`src/hw/rtl/lbmt_pkg.sv`:
```
`default_nettype none

package lbmt_pkg;

  localparam int unsigned MacW     = 48;
  localparam int unsigned PortW    = 3;
  localparam int unsigned MaskW    = 8;
  localparam int unsigned CountW   = 13;
  localparam logic [31:0] Golden   = 32'h9e3779b9;
  localparam logic [31:0] SeedC    = 32'hdeadbeef;
  localparam logic [23:0] IpMcPfx  = 24'h01005e;
  localparam logic [CountW-1:0] CountMax = 13'd8191;

  typedef enum logic [1:0] {
    OP_FRAME = 2'd0,
    OP_AGE   = 2'd1,
    OP_FLUSH = 2'd2,
    OP_RSVD  = 2'd3
  } op_e;

  typedef enum logic [1:0] {
    ACT_DROP    = 2'd0,
    ACT_UNICAST = 2'd1,
    ACT_FLOOD   = 2'd2,
    ACT_NONE    = 2'd3
  } action_e;

  typedef enum logic [1:0] {
    CFG_ENABLE = 2'd0,
    CFG_MEMBER = 2'd1,
    CFG_MCAST  = 2'd2
  } cfg_idx_e;

  typedef struct packed {
    logic             enable;
    logic [MaskW-1:0] member_mask;
    logic [1:0]       mcast_mode;
  } cfg_t;

  typedef struct packed {
    op_e              op;
    logic [PortW-1:0] port;
    logic [MacW-1:0]  dst;
    logic [MacW-1:0]  src;
    logic             bcast;
    logic             mcast;
    logic             own;
    logic             learn_ok;
    logic             ipm;
  } cmd_t;

  typedef struct packed {
    logic             valid;
    logic             fresh;
    logic [PortW-1:0] port;
    logic [MacW-1:0]  mac;
  } entry_t;

  typedef struct packed {
    action_e           action;
    logic              pass_up;
    logic [PortW-1:0]  egress_port;
    logic [MaskW-1:0]  egress_mask;
    logic              learned;
    logic              learn_full;
    logic [CountW-1:0] removed_count;
  } res_t;

endpackage

`default_nettype wire

```
`src/hw/rtl/lbmt_hash.sv`:
```
`default_nettype none

module lbmt_hash #(
  parameter int unsigned BUCKETS = 1024
) (
  input  wire logic                         clk_i,
  input  wire logic                         rst_ni,
  input  wire logic                         start_i,
  input  wire logic [lbmt_pkg::MacW-1:0]    src_i,
  input  wire logic [lbmt_pkg::MacW-1:0]    dst_i,
  output logic                              done_o,
  output logic [$clog2(BUCKETS)-1:0]        src_bkt_o,
  output logic [$clog2(BUCKETS)-1:0]        dst_bkt_o
);

  localparam int unsigned BW       = $clog2(BUCKETS);
  localparam int unsigned RedSteps = 33 - BW;
  localparam bit          IsPow2   = (BUCKETS & (BUCKETS - 1)) == 0;
  localparam logic [32:0] DvInit   = 33'(BUCKETS) << (32 - BW);

  typedef struct packed {
    logic [31:0] a;
    logic [31:0] b;
    logic [31:0] c;
  } mix_t;

  typedef enum logic [3:0] {
    H_IDLE = 4'b0001,
    H_MIX  = 4'b0010,
    H_RED  = 4'b0100,
    H_DONE = 4'b1000
  } hstate_e;

  // One line of the three-word mix per call.
  function automatic mix_t mix_step(mix_t m, logic [3:0] s);
    mix_t r;
    r = m;
    case (s)
      4'd0: r.a = (m.a - m.b - m.c) ^ (m.c >> 13);
      4'd1: r.b = (m.b - m.c - m.a) ^ (m.a << 8);
      4'd2: r.c = (m.c - m.a - m.b) ^ (m.b >> 13);
      4'd3: r.a = (m.a - m.b - m.c) ^ (m.c >> 12);
      4'd4: r.b = (m.b - m.c - m.a) ^ (m.a << 16);
      4'd5: r.c = (m.c - m.a - m.b) ^ (m.b >> 5);
      4'd6: r.a = (m.a - m.b - m.c) ^ (m.c >> 3);
      4'd7: r.b = (m.b - m.c - m.a) ^ (m.a << 10);
      4'd8: r.c = (m.c - m.a - m.b) ^ (m.b >> 15);
      default: r = m;
    endcase
    return r;
  endfunction

  function automatic mix_t mix_init(logic [lbmt_pkg::MacW-1:0] mac);
    mix_t r;
    r.a = lbmt_pkg::Golden + {mac[23:16], mac[31:24], mac[39:32], mac[47:40]};
    r.b = lbmt_pkg::Golden + {16'd0, mac[7:0], mac[15:8]};
    r.c = lbmt_pkg::SeedC;
    return r;
  endfunction

  hstate_e     state_q, state_d;
  logic [3:0]  step_q, step_d;
  logic [5:0]  red_q, red_d;
  logic [32:0] dv_q, dv_d;
  mix_t        m_q [2];
  mix_t        m_d [2];
  mix_t        m_nx [2];
  logic [31:0] r_q [2];
  logic [31:0] r_d [2];

  always_comb begin
    state_d = state_q;
    step_d  = step_q;
    red_d   = red_q;
    dv_d    = dv_q;
    for (int l = 0; l < 2; l++) begin
      m_nx[l] = mix_step(m_q[l], step_q);
      m_d[l]  = m_q[l];
      r_d[l]  = r_q[l];
    end
    case (state_q)
      H_IDLE: begin
        if (start_i) begin
          m_d[0]  = mix_init(src_i);
          m_d[1]  = mix_init(dst_i);
          step_d  = '0;
          state_d = H_MIX;
        end
      end
      H_MIX: begin
        for (int l = 0; l < 2; l++) begin
          m_d[l] = m_nx[l];
        end
        step_d = step_q + 4'd1;
        if (step_q == 4'd8) begin
          for (int l = 0; l < 2; l++) begin
            r_d[l] = m_nx[l].c;
          end
          dv_d    = DvInit;
          red_d   = 6'(RedSteps - 1);
          state_d = IsPow2 ? H_DONE : H_RED;
        end
      end
      H_RED: begin
        // restoring reduction: one conditional subtract per cycle
        for (int l = 0; l < 2; l++) begin
          if ({1'b0, r_q[l]} >= dv_q) begin
            r_d[l] = r_q[l] - dv_q[31:0];
          end
        end
        dv_d  = dv_q >> 1;
        red_d = red_q - 6'd1;
        if (red_q == '0) begin
          state_d = H_DONE;
        end
      end
      H_DONE: state_d = H_IDLE;
      default: state_d = H_IDLE;
    endcase
  end

  always_ff @(posedge clk_i or negedge rst_ni) begin
    if (!rst_ni) begin
      state_q <= H_IDLE;
      step_q  <= '0;
      red_q   <= '0;
    end else begin
      state_q <= state_d;
      step_q  <= step_d;
      red_q   <= red_d;
    end
  end

  always_ff @(posedge clk_i) begin
    dv_q <= dv_d;
    for (int l = 0; l < 2; l++) begin
      m_q[l] <= m_d[l];
      r_q[l] <= r_d[l];
    end
  end

  assign done_o    = (state_q == H_DONE);
  assign src_bkt_o = r_q[0][BW-1:0];
  assign dst_bkt_o = r_q[1][BW-1:0];

endmodule

`default_nettype wire

```
`src/hw/rtl/lbmt_front.sv`:
```
`default_nettype none

module lbmt_front #(
  parameter int unsigned BUCKETS = 1024
) (
  input  wire logic                        clk_i,
  input  wire logic                        rst_ni,
  input  wire logic                        push_i,
  output logic                             full_o,
  input  wire logic [1:0]                  op_i,
  input  wire logic [lbmt_pkg::PortW-1:0]  port_i,
  input  wire logic [lbmt_pkg::MacW-1:0]   dst_mac_i,
  input  wire logic [lbmt_pkg::MacW-1:0]   src_mac_i,
  input  wire logic                        is_broadcast_i,
  input  wire logic                        is_multicast_i,
  input  wire logic                        dst_is_own_address_i,
  output logic                             cmd_push_o,
  input  wire logic                        cmd_full_i,
  output lbmt_pkg::cmd_t                   cmd_o,
  output logic [$clog2(BUCKETS)-1:0]       src_bkt_o,
  output logic [$clog2(BUCKETS)-1:0]       dst_bkt_o
);

  localparam int unsigned BW = $clog2(BUCKETS);

  typedef enum logic [2:0] {
    F_IDLE = 3'b001,
    F_HASH = 3'b010,
    F_PUSH = 3'b100
  } fstate_e;

  fstate_e        state_q, state_d;
  lbmt_pkg::cmd_t cmd_q, cmd_d;
  logic [BW-1:0]  sb_q, db_q;
  logic [BW-1:0]  sb_h, db_h;
  logic           accept, h_done;

  assign full_o = (state_q != F_IDLE);
  assign accept = push_i && !full_o;

  lbmt_hash #(.BUCKETS(BUCKETS)) u_hash (
    .clk_i     (clk_i),
    .rst_ni    (rst_ni),
    .start_i   (accept),
    .src_i     (src_mac_i),
    .dst_i     (dst_mac_i),
    .done_o    (h_done),
    .src_bkt_o (sb_h),
    .dst_bkt_o (db_h)
  );

  always_comb begin
    state_d = state_q;
    cmd_d   = cmd_q;
    case (state_q)
      F_IDLE: begin
        if (accept) begin
          // classify the item while the hash runs
          cmd_d.op       = lbmt_pkg::op_e'(op_i);
          cmd_d.port     = port_i;
          cmd_d.dst      = dst_mac_i;
          cmd_d.src      = src_mac_i;
          cmd_d.bcast    = is_broadcast_i;
          cmd_d.mcast    = is_multicast_i;
          cmd_d.own      = dst_is_own_address_i;
          cmd_d.learn_ok = !src_mac_i[40] && (src_mac_i != '0);
          cmd_d.ipm      = (dst_mac_i[47:24] == lbmt_pkg::IpMcPfx);
          state_d        = F_HASH;
        end
      end
      F_HASH: begin
        if (h_done) begin
          state_d = F_PUSH;
        end
      end
      F_PUSH: begin
        if (!cmd_full_i) begin
          state_d = F_IDLE;
        end
      end
      default: state_d = F_IDLE;
    endcase
  end

  always_ff @(posedge clk_i or negedge rst_ni) begin
    if (!rst_ni) begin
      state_q <= F_IDLE;
    end else begin
      state_q <= state_d;
    end
  end

  always_ff @(posedge clk_i) begin
    cmd_q <= cmd_d;
    if (h_done) begin
      sb_q <= sb_h;
      db_q <= db_h;
    end
  end

  assign cmd_push_o = (state_q == F_PUSH);
  assign cmd_o      = cmd_q;
  assign src_bkt_o  = sb_q;
  assign dst_bkt_o  = db_q;

endmodule

`default_nettype wire

```
`config.mk`:
```
export PLATFORM = sky130hd
export DESIGN_NAME = lbmt_front
export DESIGN_NICKNAME = d
export VERILOG_FILES = /design/src/hw/rtl/lbmt_pkg.sv /design/src/hw/rtl/lbmt_hash.sv /design/src/hw/rtl/lbmt_front.sv
export SDC_FILE = /design/constraint.sdc
export NUM_CORES = 2
export LEC_CHECK = 0
export BUFFER_PORTS_ARGS = -buffer_cell sky130_fd_sc_hd__buf_2
export CAP_MARGIN = 20
export CORE_ASPECT_RATIO = 0.6
export CORE_MARGIN = 1.5
export CORE_UTILIZATION = 35
export CTS_BUF_LIST = sky130_fd_sc_hd__clkbuf_4 sky130_fd_sc_hd__clkbuf_8 sky130_fd_sc_hd__clkbuf_16
export DETAILED_ROUTE_END_ITERATION = 12
export SKIP_CTS_REPAIR_TIMING = 1
export SLEW_MARGIN = 15
export SYNTH_ARGS = -nofsm -noshare
export SYNTH_HDL_FRONTEND = slang
export SYNTH_SLANG_ARGS = --single-unit
```
`constraint.sdc`:
```
create_clock -name clk_i -period 11.9 [get_ports clk_i]
set_clock_uncertainty 0.15 [all_clocks]
set_input_delay 2.38 -clock clk_i [delete_from_list [all_inputs] [get_ports clk_i]]
set_output_delay 2.38 -clock clk_i [all_outputs]
set_load 0.01 [all_outputs]
```
==> out/metrics.cfg <==
[routing]
drt_iter0_markers=4041
drt-pass1-iter-count=8
routed_wl_um=131000
ant_nets=0
num_vias=29100
avgViaCountPerCell=5.89
drc=0
wl_per_cell_um=26.6

[synth]
synth_top_area_share_pct=30.2
ys_top_cells_by_area=edfxtp_1 (30%), fa_1 (11%), xnor2_1 (11%)
synth_ff_type=edfxtp_1
synth_edf_count=338
syn_area_per_cell_um2=9.67
synthDistinctLibCells=94
synthCells=3477
ys_ff_latch=348
yosysTopAreaCell=edfxtp_1
yosysWarnings=0
synth_nets=3980
syn-cell-area_um2=33600
synthArstFlopShare_pct=2.87
ys_seq_area_share_pct=30.9

[floorplan]
rows=87
dieArea_um2=98000
core_area_um2=94600
die_h_um=243
boundaryPins=236
die_x_um=403
initial_core_util_pct=35.5

[placement]
placed_area_um2=36200
hpwl_um=102000
io_buffers=235
gp_congestion=1.04

[clock_network]
cts_tree=done
cts_buffer_depth=3
cts_made_buffers=42
htree_levels=2
clock-sinks=348
insertion_delay_ps=610
root_buffer=clkbuf_16
clk_pin_slew_ps=60

[timing]
period_minus_slack_ps=5370
fin_tns_setup_ps=0
fin_crit_sh_pct=45.1
worst_slew_pin_slew_ps=1160
rsz0062_at_grt=no
finalHoldViolCount=0
max_freq_ghz=0.186
drv_slew=0
setup_viol=0
slew_headroom_pct=21.8

[critical_path]
start_kind=flop
criticalPathCategory=reg2reg
cp.required_ps=12070
endpoint_kind=flop
rr_worst_depth=14
cp.arrival_ps=5540
cp_max_fo=8

[final_layout]
fin_nets=4160
finalInstanceArea_um2=37600
area_delta_synth_final_pct=12.0
layout-drive-gt1-share_pct=10.9

[grt]
grt_pass1_vias=26600
antenna_found_initial=0
grt_max_degree=128
gr-usage-all-layers_pct=26.2
overflow=0
grt_pass1_wl_um=190000

[worst_hold_path]
hp-class=reg2reg
min_path_cells=0

[run]
maxCapViolations=0

[outcome]
outcome=finished, final reports clean

## flip-flops by register name, summed over array words and instances, names as in the netlist
register / cells
u_hash.state_q: 3
u_hash.r_q: 20
dst_bkt_o: 10
u_hash.step_q: 4
u_hash.m_q: 192
src_bkt_o: 10
cmd_o: 106
state_q: 3
## worst paths after layout
kind	startpoint	to	slack, ps
worst min-delay path	u_hash.r_q[0][8]	src_bkt_o[8]	270
worst min register to register	u_hash.r_q[0][8]	src_bkt_o[8]	270
min in group asynchronous	rst_ni	state_q[2]	1490
max in group asynchronous	rst_ni	state_q[0]	9820
worst max-delay path	u_hash.m_q[0][169]	u_hash.m_q[0][191]	6530
worst max register to register	u_hash.m_q[0][169]	u_hash.m_q[0][191]	6530
## stage by stage
step	hold WS (ps)	setup slack [ps]	util, %	std cells
after global routing	275	6380	39.8	4937
after detailed placement	255	6180	38.3	4856
final	274	6530	39.8	4940
after global placement	250	6100	38.3	4856
after floorplan	250	684	-	3477
after CTS	271	6810	39.8	4934
## worst max-delay path, stage by stage (launching register included)
cell,delay [ps]
edfxtp_1,700
inv_1,340
fa_1,580
ha_1,430
o21ai_0,330
nor2b_1,240
nor3_1,80
a21oi_1,510
o31ai_1,300
a211oi_1,500
o21ai_0,200
a31oi_1,320
nor2_1,110
mux2i_1,180
o211ai_1,110
## final cells by class
type,count,area (um2)
diodes,3,7.51
multi-input cells,2742,21800
fillers,9360,56900
clock inverters,26,260
inverters,252,946
well taps,1246,1560
clock buffers,52,1150
repair buffers,271,1470
flip-flops and latches,348,10400
## kinds of logic (layout without fill, tap and decap cells)
logic type                 count (synthesis)  in the layout  synth area share [%]
AOI/OAI and AO/OA                       1054           1054                  20.7
and+or+nand+nor                          732            732                  10.3
xor gates and xnor gates                 543            543                  14.3
adders and majority gates                395            395                  18.9
buffers and inverters                    387            601                  4.33
DFF                                      348            348                  30.9
muxes                                     18             18                 0.588
other                                      0              3                     0
## cells in the mapped netlist, types with 28 or more instances
cell / number
nand3_1: 46
a21oi_1: 308
xor2_1: 125
a22oi_1: 43
o221ai_1: 35
o21ai_0: 165
a211oi_1: 42
ha_1: 209
xnor2_1: 414
o21ai_1: 28
nand2_1: 226
edfxtp_1: 338
nand2b_1: 46
inv_1: 252
nor2_1: 195
clkbuf_1: 119
nor3_1: 47
a221oi_1: 36
nand4_1: 30
fa_1: 186
o22ai_1: 59
a21o_1: 88
## metal layers
metal  GRT usage [%]  vias up  routed length, um
li1                -    12900                  -
met1            41.8    14300              62100
met2            30.7     1773              45500
met3            12.3      143              21500
met4            4.12        0               2030
met5               0        -                  0
## cells in the final DEF (no fill, tap or decap), types with 36 or more instances in the layout
| master | instances |
|---|---|
| nand2b_1 | 45 |
| a21oi_1 | 306 |
| buf_2 | 235 |
| a211oi_1 | 42 |
| clkbuf_16 | 43 |
| xor2_1 | 125 |
| a21o_1 | 88 |
| o21ai_0 | 165 |
| nand3_1 | 46 |
| ha_1 | 209 |
| edfxtp_1 | 338 |
| inv_1 | 251 |
| xnor2_1 | 414 |
| fa_1 | 186 |
| o22ai_1 | 59 |
| nand2_1 | 224 |
| nor2_1 | 190 |
| a221oi_1 | 36 |
| a22oi_1 | 43 |
| nor3_1 | 46 |
Power is not shown: default switching activity piles up to over one toggle a cycle in this logic, so the estimate is an artifact.
