**config.mk**
```make
export PLATFORM = sky130hd
export DESIGN_NAME = lbmt_fifo
export DESIGN_NICKNAME = d
export VERILOG_FILES = /design/src/hw/rtl/lbmt_fifo.sv
export SDC_FILE = /design/constraint.sdc
export NUM_CORES = 1
export LEC_CHECK = 0
export BUFFER_PORTS_ARGS = -buffer_cell sky130_fd_sc_hd__buf_4
export CORE_MARGIN = 3
export CORE_UTILIZATION = 28
export CTS_BUF_LIST = sky130_fd_sc_hd__clkbuf_4 sky130_fd_sc_hd__clkbuf_8
export CTS_CLUSTER_SIZE = 40
export DETAILED_ROUTE_END_ITERATION = 10
export PLACE_DENSITY = 0.54
export SLEW_MARGIN = 5
export SYNTH_ARGS = -nofsm -noshare
export SYNTH_HDL_FRONTEND = slang
export SYNTH_SLANG_ARGS = --single-unit
```
**constraint.sdc**
```tcl
create_clock -name clk_i -period 3.3 [get_ports clk_i]
set_input_delay 0 -clock clk_i [delete_from_list [all_inputs] [get_ports clk_i]]
set_output_delay 0 -clock clk_i [all_outputs]
set_load 0.01 [all_outputs]
```
**src/hw/rtl/lbmt_fifo.sv**
```systemverilog
`default_nettype none

module lbmt_fifo #(
  parameter int unsigned W     = 8,
  parameter int unsigned DEPTH = 2
) (
  input  wire logic         clk_i,
  input  wire logic         rst_ni,
  input  wire logic         push_i,
  output logic              full_o,
  input  wire logic [W-1:0] data_i,
  input  wire logic         pop_i,
  output logic              empty_o,
  output logic [W-1:0]      data_o
);

  localparam int unsigned AW = (DEPTH > 1) ? $clog2(DEPTH) : 1;

  logic [W-1:0]  slot_q [DEPTH];
  logic [AW-1:0] wr_q, wr_d, rd_q, rd_d;
  logic [AW:0]   cnt_q, cnt_d;
  logic          do_push, do_pop;

  assign full_o  = (cnt_q == (AW+1)'(DEPTH));
  assign empty_o = (cnt_q == '0);
  assign data_o  = slot_q[rd_q];
  assign do_push = push_i && !full_o;
  assign do_pop  = pop_i && !empty_o;

  always_comb begin
    wr_d  = wr_q;
    rd_d  = rd_q;
    cnt_d = cnt_q;
    if (do_push) begin
      wr_d = (wr_q == AW'(DEPTH - 1)) ? '0 : wr_q + AW'(1);
    end
    if (do_pop) begin
      rd_d = (rd_q == AW'(DEPTH - 1)) ? '0 : rd_q + AW'(1);
    end
    if (do_push && !do_pop) begin
      cnt_d = cnt_q + (AW+1)'(1);
    end else if (do_pop && !do_push) begin
      cnt_d = cnt_q - (AW+1)'(1);
    end
  end

  always_ff @(posedge clk_i or negedge rst_ni) begin
    if (!rst_ni) begin
      wr_q  <= '0;
      rd_q  <= '0;
      cnt_q <= '0;
    end else begin
      wr_q  <= wr_d;
      rd_q  <= rd_d;
      cnt_q <= cnt_d;
    end
  end

  always_ff @(posedge clk_i) begin
    if (do_push) begin
      slot_q[wr_q] <= data_i;
    end
  end

endmodule

`default_nettype wire

```
==> results of run 1 <==
cell type report:
cell class / count / share of cell area, %
Tap cell: 30 / 3.42
Multi-Input combinational cell: 21 / 17.2
Timing Repair Buffer: 31 / 23.5
Clock buffer: 3 / 2.05
Clock inverter: 1 / 0.342
Inverter: 2 / 0.683
Sequential cell: 20 / 52.8
synth_stat cells (all sizes together):
library cell	number	area (µm²)
inv	2	7.51
nand2b	1	6.26
xor2	2	17.5
mux2	8	90.1
edfxtp	16	480
nor2	3	11.3
buf	1	5.00
o21ai	1	5.00
ha	1	12.5
dfrtp	4	100
and3	1	6.26
nand2	1	6.26
xnor2	3	33.8
state kept, by name (all words and copies together), names as in the netlist:
name    cells
slot_q     16
cnt_q       2
rd_q        1
wr_q        1
worst paths after layout:
path                           endpoint  slack (ns)  cells after the start
max in group asynchronous          rd_q        3.18                      2
setup reg to reg           slot_q[0][0]        1.70                      3
hold reg to reg                    wr_q        0.53                      1
hold / removal                 cnt_q[0]        0.02                      2
min in group clk_i                 rd_q        0.05                      3
setup / recovery           slot_q[0][0]        1.70                      3
report_power, final:
group          internal [mW]  total [mW]  leakage [nW]  switching [mW]
clock network         0.0439       0.112        0.0154          0.0683
registers              0.353       0.407         0.195          0.0543
logic                  0.170       0.303         0.238           0.133
total                  0.567       0.822         0.449           0.256
metal layers:
layer / vias to the layer above / track usage [%] / routed length [µm]
met4: 0 / 3.88 / 0
met1: 209 / 11.5 / 601
met2: 16 / 12.6 / 570
met3: 0 / 1.97 / 96
met5: - / 0 / 0
li1: 226 / - / -
through the flow:
| step | cells | hold WS [ns] | total power [mW] | utilization, % |
|---|---|---|---|---|
| 3_3_place_gp | 94 | -0.200 | 0.709 | 37.9 |
| 4_1_cts | 108 | 0.000631 | 0.840 | 42.8 |
| 5_1_grt | 108 | 0.0134 | 0.888 | 42.8 |
| 2_1_floorplan | 44 | -0.296 | 0.584 | - |
| 3_5_place_dp | 94 | -0.201 | 0.712 | 37.9 |
| 6_report | 108 | 0.0214 | 0.822 | 42.8 |
placed cells by master (no fill, tap or decap), drive strengths merged:
master,synthesis,final
nor2,3,3
clkinv,0,1
buf,1,21
xnor2,3,3
xor2,2,2
o21ai,1,1
dlygate4sd3,0,10
clkbuf,0,3
mux2,8,8
nand2,1,1
inv,2,2
and3,1,1
edfxtp,16,16
nand2b,1,1
ha,1,1
dfrtp,4,4
cell families (layout without fill, tap and decap cells):
kind of cell | Yosys count | in the layout | share of synthesized area (%)
compound gates | 1 | 1 | 0.639
xor+xnor | 5 | 5 | 6.56
simple gates | 6 | 6 | 3.84
flops | 20 | 20 | 74.2
fa+ha+maj | 1 | 1 | 1.60
buf+inv | 3 | 37 | 1.60
mux | 8 | 8 | 11.5
repair_timing:
action                                  in CTS  in global routing
buffers inserted                             0                  0
resized for setup                            0                  0
endpoints found under the setup margin       0                  0
endpoints found under the hold margin       21                  0
hold buffers                                10                  0
==> results_dict.tcl, run 1 <==
set metrics [dict create \
    status "finished clean" \
    numClockSinks 20 \
    numCtsBuffers 3 \
    syn2layout_area_growth_pct 40.5 \
    clock.fmax_ghz 0.626 \
    grt_overflow 0 \
    synthCells 44 \
    clk_latency_ns 0.29 \
    die_area_um2 3460 \
    nNetsFinal 92 \
    io_pins 22 \
    finalSetupTns_ns 0 \
    drive_above_1_share_pct 35.9 \
    crit_fanout 8 \
    htree_levels 1 \
    r2r-start "cnt_q[0]" \
    rsz0062_at_grt "no" \
    syn-cell-area_um2 782 \
    path_clk_slew_ns 0.10 \
    grt_max_degree 12 \
    fillers 254 \
    synth.avg_cell_area_um2 17.8 \
    wirelength_um 1270 \
    die_y_um 58.8 \
    ys_warn_count 0 \
    fin_worst_skew_ns 0.00203 \
    avgRoutedWirePerCell_um 11.7 \
    multi_input_area_um2 189 \
    start_util_pct 30.5 \
    fin_crit_ns 1.60 \
    setup_viol 0 \
    design_area_um2 1100 \
    slew_viol_final 0 \
    drtAntennaViolNets 0 \
    die_x_um 58.8 \
    path_buf_inv 0 \
    path_cells "nand2b_1 -> nand2_2 -> nor2_1" \
    crit_path_end_kind "flip-flop" \
    critPathLaunch "cnt_q[0]" \
    synth-seq-cells 20 \
    worstMarginPinSlew_ns 0.660 \
    pre_cts_slack_ns 1.69 \
    leakage_nw 0.449 \
    slew_headroom_pct 55.9 \
    cp_slowest_cell "nor2_1" \
    io_buffers 21 \
    drc 0 \
    gp_congestion 0.664 \
    synth.distinct_cells 15 \
    cp-start-kind "flip-flop" \
    ir_drop_v 0.000433 \
    hp-class "in -> async" \
    ff_latch_area_um2 581 \
    crit_family "simple AND/OR/NAND/NOR gates" \
    cp.required_ns 3.23 \
    hpwl_um 882 \
    grt_antenna_before_repair 0 \
    crit_path_max_incr_delay_ns 0.52 \
    placementRows 18 \
    cts_root_buf "clkbuf_4" \
    critPathKind "reg -> reg" \
    setup_slack_ns 1.70 \
    syn_nets 57 \
    dr.first_iter.drc_count 8 \
    firstDrtPassIters 2 \
    grt_pass1_vias 488 \
    n_antenna_cell 0 \
    routed_via_density 4.18 \
    crit_arrival_ns 1.53 \
    grt_pass1_wl_um 2170 \
    cap_violations 0 \
    cts_tree "built" \
    final_hold_viol_count 0 \
    grt_util_all_layers_pct 8.41 \
    placed_area_um2 972 \
    num_vias 451 \
    cts.path.max_buffers 2 \
    core_area_um2 2570 \
    period_share_pct 48.4 \
    cellPowerDensity_nw_per_um2 748 \
    synth.yosys.seq_area_share_pct 74.2 \
]
Power figures use the tool's default switching activity.
==> inputs of run 2 (changes only) <==
Clock period 3.3 ns to 1.6 ns, I/O delays scaled along.
==> run 2 against run 1 <==
  * Non-clock buffer count up 2
  * Setup slack worse by 1.6 ns
  * Combinational power grew 120%
  * Hold slack got worse by 0.0052 ns
  * Sequential power is 110% higher
  * Global-route usage increased by 0.31 points
  * Routed wire length up 8.7%
  * Largest cell class unchanged
  * Cell count is 1.9% higher
  * Critical path type unchanged
==> results_dict.tcl, run 2 (same netlist as run 1, synthesis figures left out) <==
set metrics [dict create \
    slew_headroom_pct 72.5 \
    io_pins 22 \
    die_x_um 58.8 \
    globalRouteMet2Util_pct 14.8 \
    cp.required_ns 1.83 \
    p_int_mw 1.20 \
    dr.first_iter.drc_count 3 \
    cts.path.max_buffers 2 \
    numClockSinks 20 \
    grt_overflow 0 \
    final_cells 110 \
    nNetsFinal 94 \
    fin_worst_skew_ns 0.000753 \
    status "finished clean" \
    largest_reg_flops 16 \
    met3_usage_pct 2.63 \
    finalSetupTns_ns 0 \
    hp-class "in -> async" \
    slew_viol_final 0 \
    crit_path_max_incr_delay_ns 0.45 \
    crit_fanout 4 \
    cp-start-kind "flip-flop" \
    path_cells "nand2b_1 -> nand2_2 -> inv_1 -> ha_1 -> nor2_2 -> xor2_1" \
    grt_pass1_wl_um 2200 \
    n_antenna_cell 0 \
    wirelength_um 1380 \
    crit_arrival_ns 1.68 \
    busiest_layer "met2" \
    seq_power_share_pct 47.8 \
    p_comb_share_pct 38.3 \
    die_area_um2 3460 \
    p_clk_share_pct 13.9 \
    start_util_pct 30.5 \
    cellPowerDensity_nw_per_um2 1570 \
    period_share_pct 91.0 \
    num_vias 459 \
    p_total_mw 1.76 \
    syn2layout_area_growth_pct 42.9 \
    grt_max_degree 12 \
    numCtsBuffers 3 \
    placementRows 18 \
    leakage_nw 0.458 \
    die_y_um 58.8 \
    cap_violations 0 \
    pre_cts_slack_ns 0.149 \
    path_buf_inv 1 \
    path_clk_slew_ns 0.11 \
    grt_util_all_layers_pct 8.72 \
    placed_cells 95 \
    clk_latency_ns 0.29 \
    setup_viol 0 \
    crit_family "flip-flops" \
    layout_commonest_cell "buf_4" \
    gp_congestion 0.692 \
    grt_pass1_vias 496 \
    rsz0062_at_grt "no" \
    clock.fmax_ghz 0.687 \
    htree_levels 1 \
    fin_crit_ns 1.46 \
    drtAntennaViolNets 0 \
    cts_root_buf "clkbuf_4" \
    p_switching_mw 0.557 \
    final_hold_viol_count 0 \
    drc 0 \
    worstMarginPinSlew_ns 0.412 \
    crit_path_end_kind "flip-flop" \
    core_area_um2 2570 \
    drive_above_1_share_pct 40.0 \
    io_buffers 21 \
    layout_common_cells "buf_4 (23), edfxtp_1 (16), dlygate4sd3_1 (10), mux2_1 (6)" \
    cts_tree "built" \
    grt_antenna_before_repair 0 \
    utilization_pct 43.5 \
    reg_top3 "slot_q x16, cnt_q x2" \
    p_sw_share_pct 31.7 \
    setup_slack_ns 0.144 \
    firstDrtPassIters 2 \
    hpwl_um 947 \
    cp_slowest_cell "dfrtp_2" \
    avgRoutedWirePerCell_um 12.5 \
    grtUsageMet1_pct 10.0 \
    ir_drop_v 0.000757 \
    critPathKind "reg -> reg" \
    regMostFlops "slot_q" \
    routed_via_density 4.17 \
]
run 2: area by class of cell:
class / count / area, µm²
Timing Repair Buffer: 33 / 273
Fill cell: 263 / 1450
Tap cell: 30 / 37.5
Sequential cell: 20 / 582
Inverter: 2 / 7.51
Clock buffer: 3 / 22.5
Multi-Input combinational cell: 21 / 191
Clock inverter: 1 / 3.75
run 2: repair_timing:
item | 4_1_cts | 5_1_grt
gates resized for setup | 0 | 2
endpoints found under the setup margin | 0 | 1
endpoints found under the hold margin | 21 | 0
hold buffers | 10 | 0
setup buffers | 0 | 1
run 2: stage by stage:
step / hold slack, ns / cell area, µm²
floorplan: -0.296 / 782
global placement: -0.198 / 980
detailed placement: -0.199 / 980
CTS: 0.00958 / 1110
global route: 0.0105 / 1120
finish: 0.0162 / 1120
run 2: path summary, 6_finish.rpt:
path,cells past startpoint,endpoint,slack [ns],start
max in group asynchronous,2,cnt_q[0],1.47,rst_ni
worst min-delay path,2,cnt_q[1],0.02,rst_ni
worst max register to register,6,cnt_q[1],0.14,cnt_q[0]
worst max-delay path,6,cnt_q[1],0.14,cnt_q[0]
min in group clk_i,3,rd_q,0.03,pop_i
worst min register to register,1,wr_q,0.53,wr_q
run 2: routing by layer:
metal  wire length, µm  part of all wire, %
met5                 0                    0
met4                 0                    0
met3                81                  5.9
met2               704                   51
met1               591                   43
run 2: power groups by stage:
stage	combinational (mW)	clock, mW	sequential, mW
2_1_floorplan	0.411	0	0.793
3_3_place_gp	0.619	0	0.851
3_5_place_dp	0.627	0	0.856
4_1_cts	0.656	0.251	0.844
5_1_grt	0.745	0.271	0.869
6_report	0.674	0.244	0.839
==> inputs of run 3 (changes only) <==
Settings changed: REMOVE_ABC_BUFFERS from default to 1.
==> run 3 against run 2 <==
  * Combinational power is 4.3% lower
  * Flip-flop and latch count unchanged
  * Utilization decreased by 0.24 points
  * Sequential power increased by 0.7%
  * Die area is the same
  * Sequential share of layout area rose by 0.29 points
  * Total power shrank 2.8%
  * Clock skew up 0.0011 ns
  * Non-clock buffer count is the same
  * Hold slack better by 0.022 ns
  * Design area fell by 0.56%
  * Largest cell class unchanged
  * Highest routed layer is now met4
==> results_dict.tcl, run 3 (same netlist as run 1, synthesis figures left out) <==
set metrics [dict create \
    num_vias 478 \
    cp_slowest_cell "dfrtp_2" \
    setup_viol 0 \
    die_area_um2 3460 \
    pre_cts_slack_ns 0.121 \
    grt_pass1_vias 489 \
    rsz0062_at_grt "no" \
    critPathKind "reg -> reg" \
    routed_via_density 4.39 \
    htree_levels 1 \
    hp-class "in -> async" \
    grt_max_degree 11 \
    cellPowerDensity_nw_per_um2 1540 \
    crit_fanout 5 \
    path_clk_slew_ns 0.10 \
    start_util_pct 30.5 \
    cap_violations 0 \
    slew_viol_final 0 \
    die_x_um 58.8 \
    period_share_pct 93.2 \
    firstDrtPassIters 4 \
    cts.path.max_buffers 2 \
    clock.fmax_ghz 0.670 \
    dr.first_iter.drc_count 4 \
    finalSetupTns_ns 0 \
    core_area_um2 2570 \
    cp-start-kind "flip-flop" \
    layout_common_cells "buf_4 (23), edfxtp_1 (16), dlygate4sd3_1 (10), mux2_1 (6)" \
    final_hold_viol_count 0 \
    ir_drop_v 0.000775 \
    n_antenna_cell 0 \
    gp_congestion 0.632 \
    cp.required_ns 1.81 \
    slew_headroom_pct 72.7 \
    grt_overflow 0 \
    path_cells "nand2b_1 -> nand2_2 -> inv_1 -> ha_1 -> nor2_1 -> xor2_1" \
    fillers 262 \
    grt_util_all_layers_pct 8.49 \
    multi_input_area_um2 189 \
    regMostFlops "slot_q" \
    crit_family "flip-flops" \
    layout_commonest_cell "buf_4" \
    io_buffers 21 \
    drtAntennaViolNets 0 \
    ff_latch_area_um2 582 \
    cts_root_buf "clkbuf_4" \
    numCtsBuffers 3 \
    drive_above_1_share_pct 39.2 \
    setup_slack_ns 0.108 \
    avgRoutedWirePerCell_um 12.0 \
    grt_pass1_wl_um 2130 \
    hpwl_um 908 \
    crit_path_end_kind "flip-flop" \
    status "finished clean" \
    leakage_nw 0.456 \
    nNetsFinal 94 \
    placementRows 18 \
    reg_top3 "slot_q x16, cnt_q x2" \
    drc 0 \
    io_pins 22 \
    die_y_um 58.8 \
    largest_reg_flops 16 \
    fin_crit_ns 1.49 \
    worstMarginPinSlew_ns 0.409 \
    syn2layout_area_growth_pct 42.1 \
    fin_worst_skew_ns 0.00190 \
    path_buf_inv 1 \
    cts_tree "built" \
    crit_path_max_incr_delay_ns 0.45 \
    clk_latency_ns 0.28 \
    wirelength_um 1310 \
    numClockSinks 20 \
    grt_antenna_before_repair 0 \
    crit_arrival_ns 1.70 \
]
run 3: cell count changes in the layout (fill, tap and decap cells not counted):
cell      before  now
nor2_2         1    0
clkinv_1       1    0
nor2_1         2    3
run 3: stage by stage:
step | cell area (µm²) | total power [mW] | std cells | hold slack, ns | util (%)
after CTS | 1110 | 1.74 | 109 | 0.0113 | 43.2
after global placement | 987 | 1.48 | 96 | -0.196 | 38.5
after detailed placement | 987 | 1.49 | 96 | -0.197 | 38.5
after global routing | 1110 | 1.84 | 109 | 0.0207 | 43.3
final | 1110 | 1.71 | 109 | 0.0386 | 43.3
after floorplan | 777 | 1.19 | 43 | -0.296 | -
run 3: repair_timing:
item	CTS	global route
endpoints found under the setup margin	0	1
endpoints found under the hold margin	21	0
buffers inserted	0	0
gates resized for setup	0	1
hold buffers	10	0
run 3: path summary, 6_finish.rpt:
kind / slack, ns / end / from / cells after the start
setup / recovery: 0.11 / cnt_q[1] / cnt_q[0] / 6
hold reg to reg: 0.53 / cnt_q[0] / cnt_q[0] / 1
hold / removal: 0.04 / cnt_q[1] / rst_ni / 2
setup reg to reg: 0.11 / cnt_q[1] / cnt_q[0] / 6
max in group asynchronous: 1.45 / cnt_q[0] / rst_ni / 2
min in group clk_i: 0.04 / rd_q / pop_i / 3
run 3: layer usage:
metal  share of wire [%]  routed length (µm)  track usage (%)  vias up
met4                0.61                   8             4.85        0
met2                  47                 610             12.6       21
li1                    -                   -                -      230
met3                 8.9                 117             2.85        2
met1                  44                 571             10.7      225
met5                   0                   0                0        -
run 3: power by group:
part | internal (mW) | switching [mW] | total (mW) | leakage [nW]
logic | 0.372 | 0.274 | 0.645 | 0.248
registers | 0.729 | 0.116 | 0.845 | 0.194
clock network | 0.0873 | 0.131 | 0.218 | 0.0138
run 3: area by class of cell:
class                           count  share of cell area (%)
Clock buffer                        3                    2.03
Inverter                            2                   0.676
Multi-Input combinational cell     21                    17.0
Sequential cell                    20                    52.4
Tap cell                           30                    3.38
Timing Repair Buffer               33                    24.5
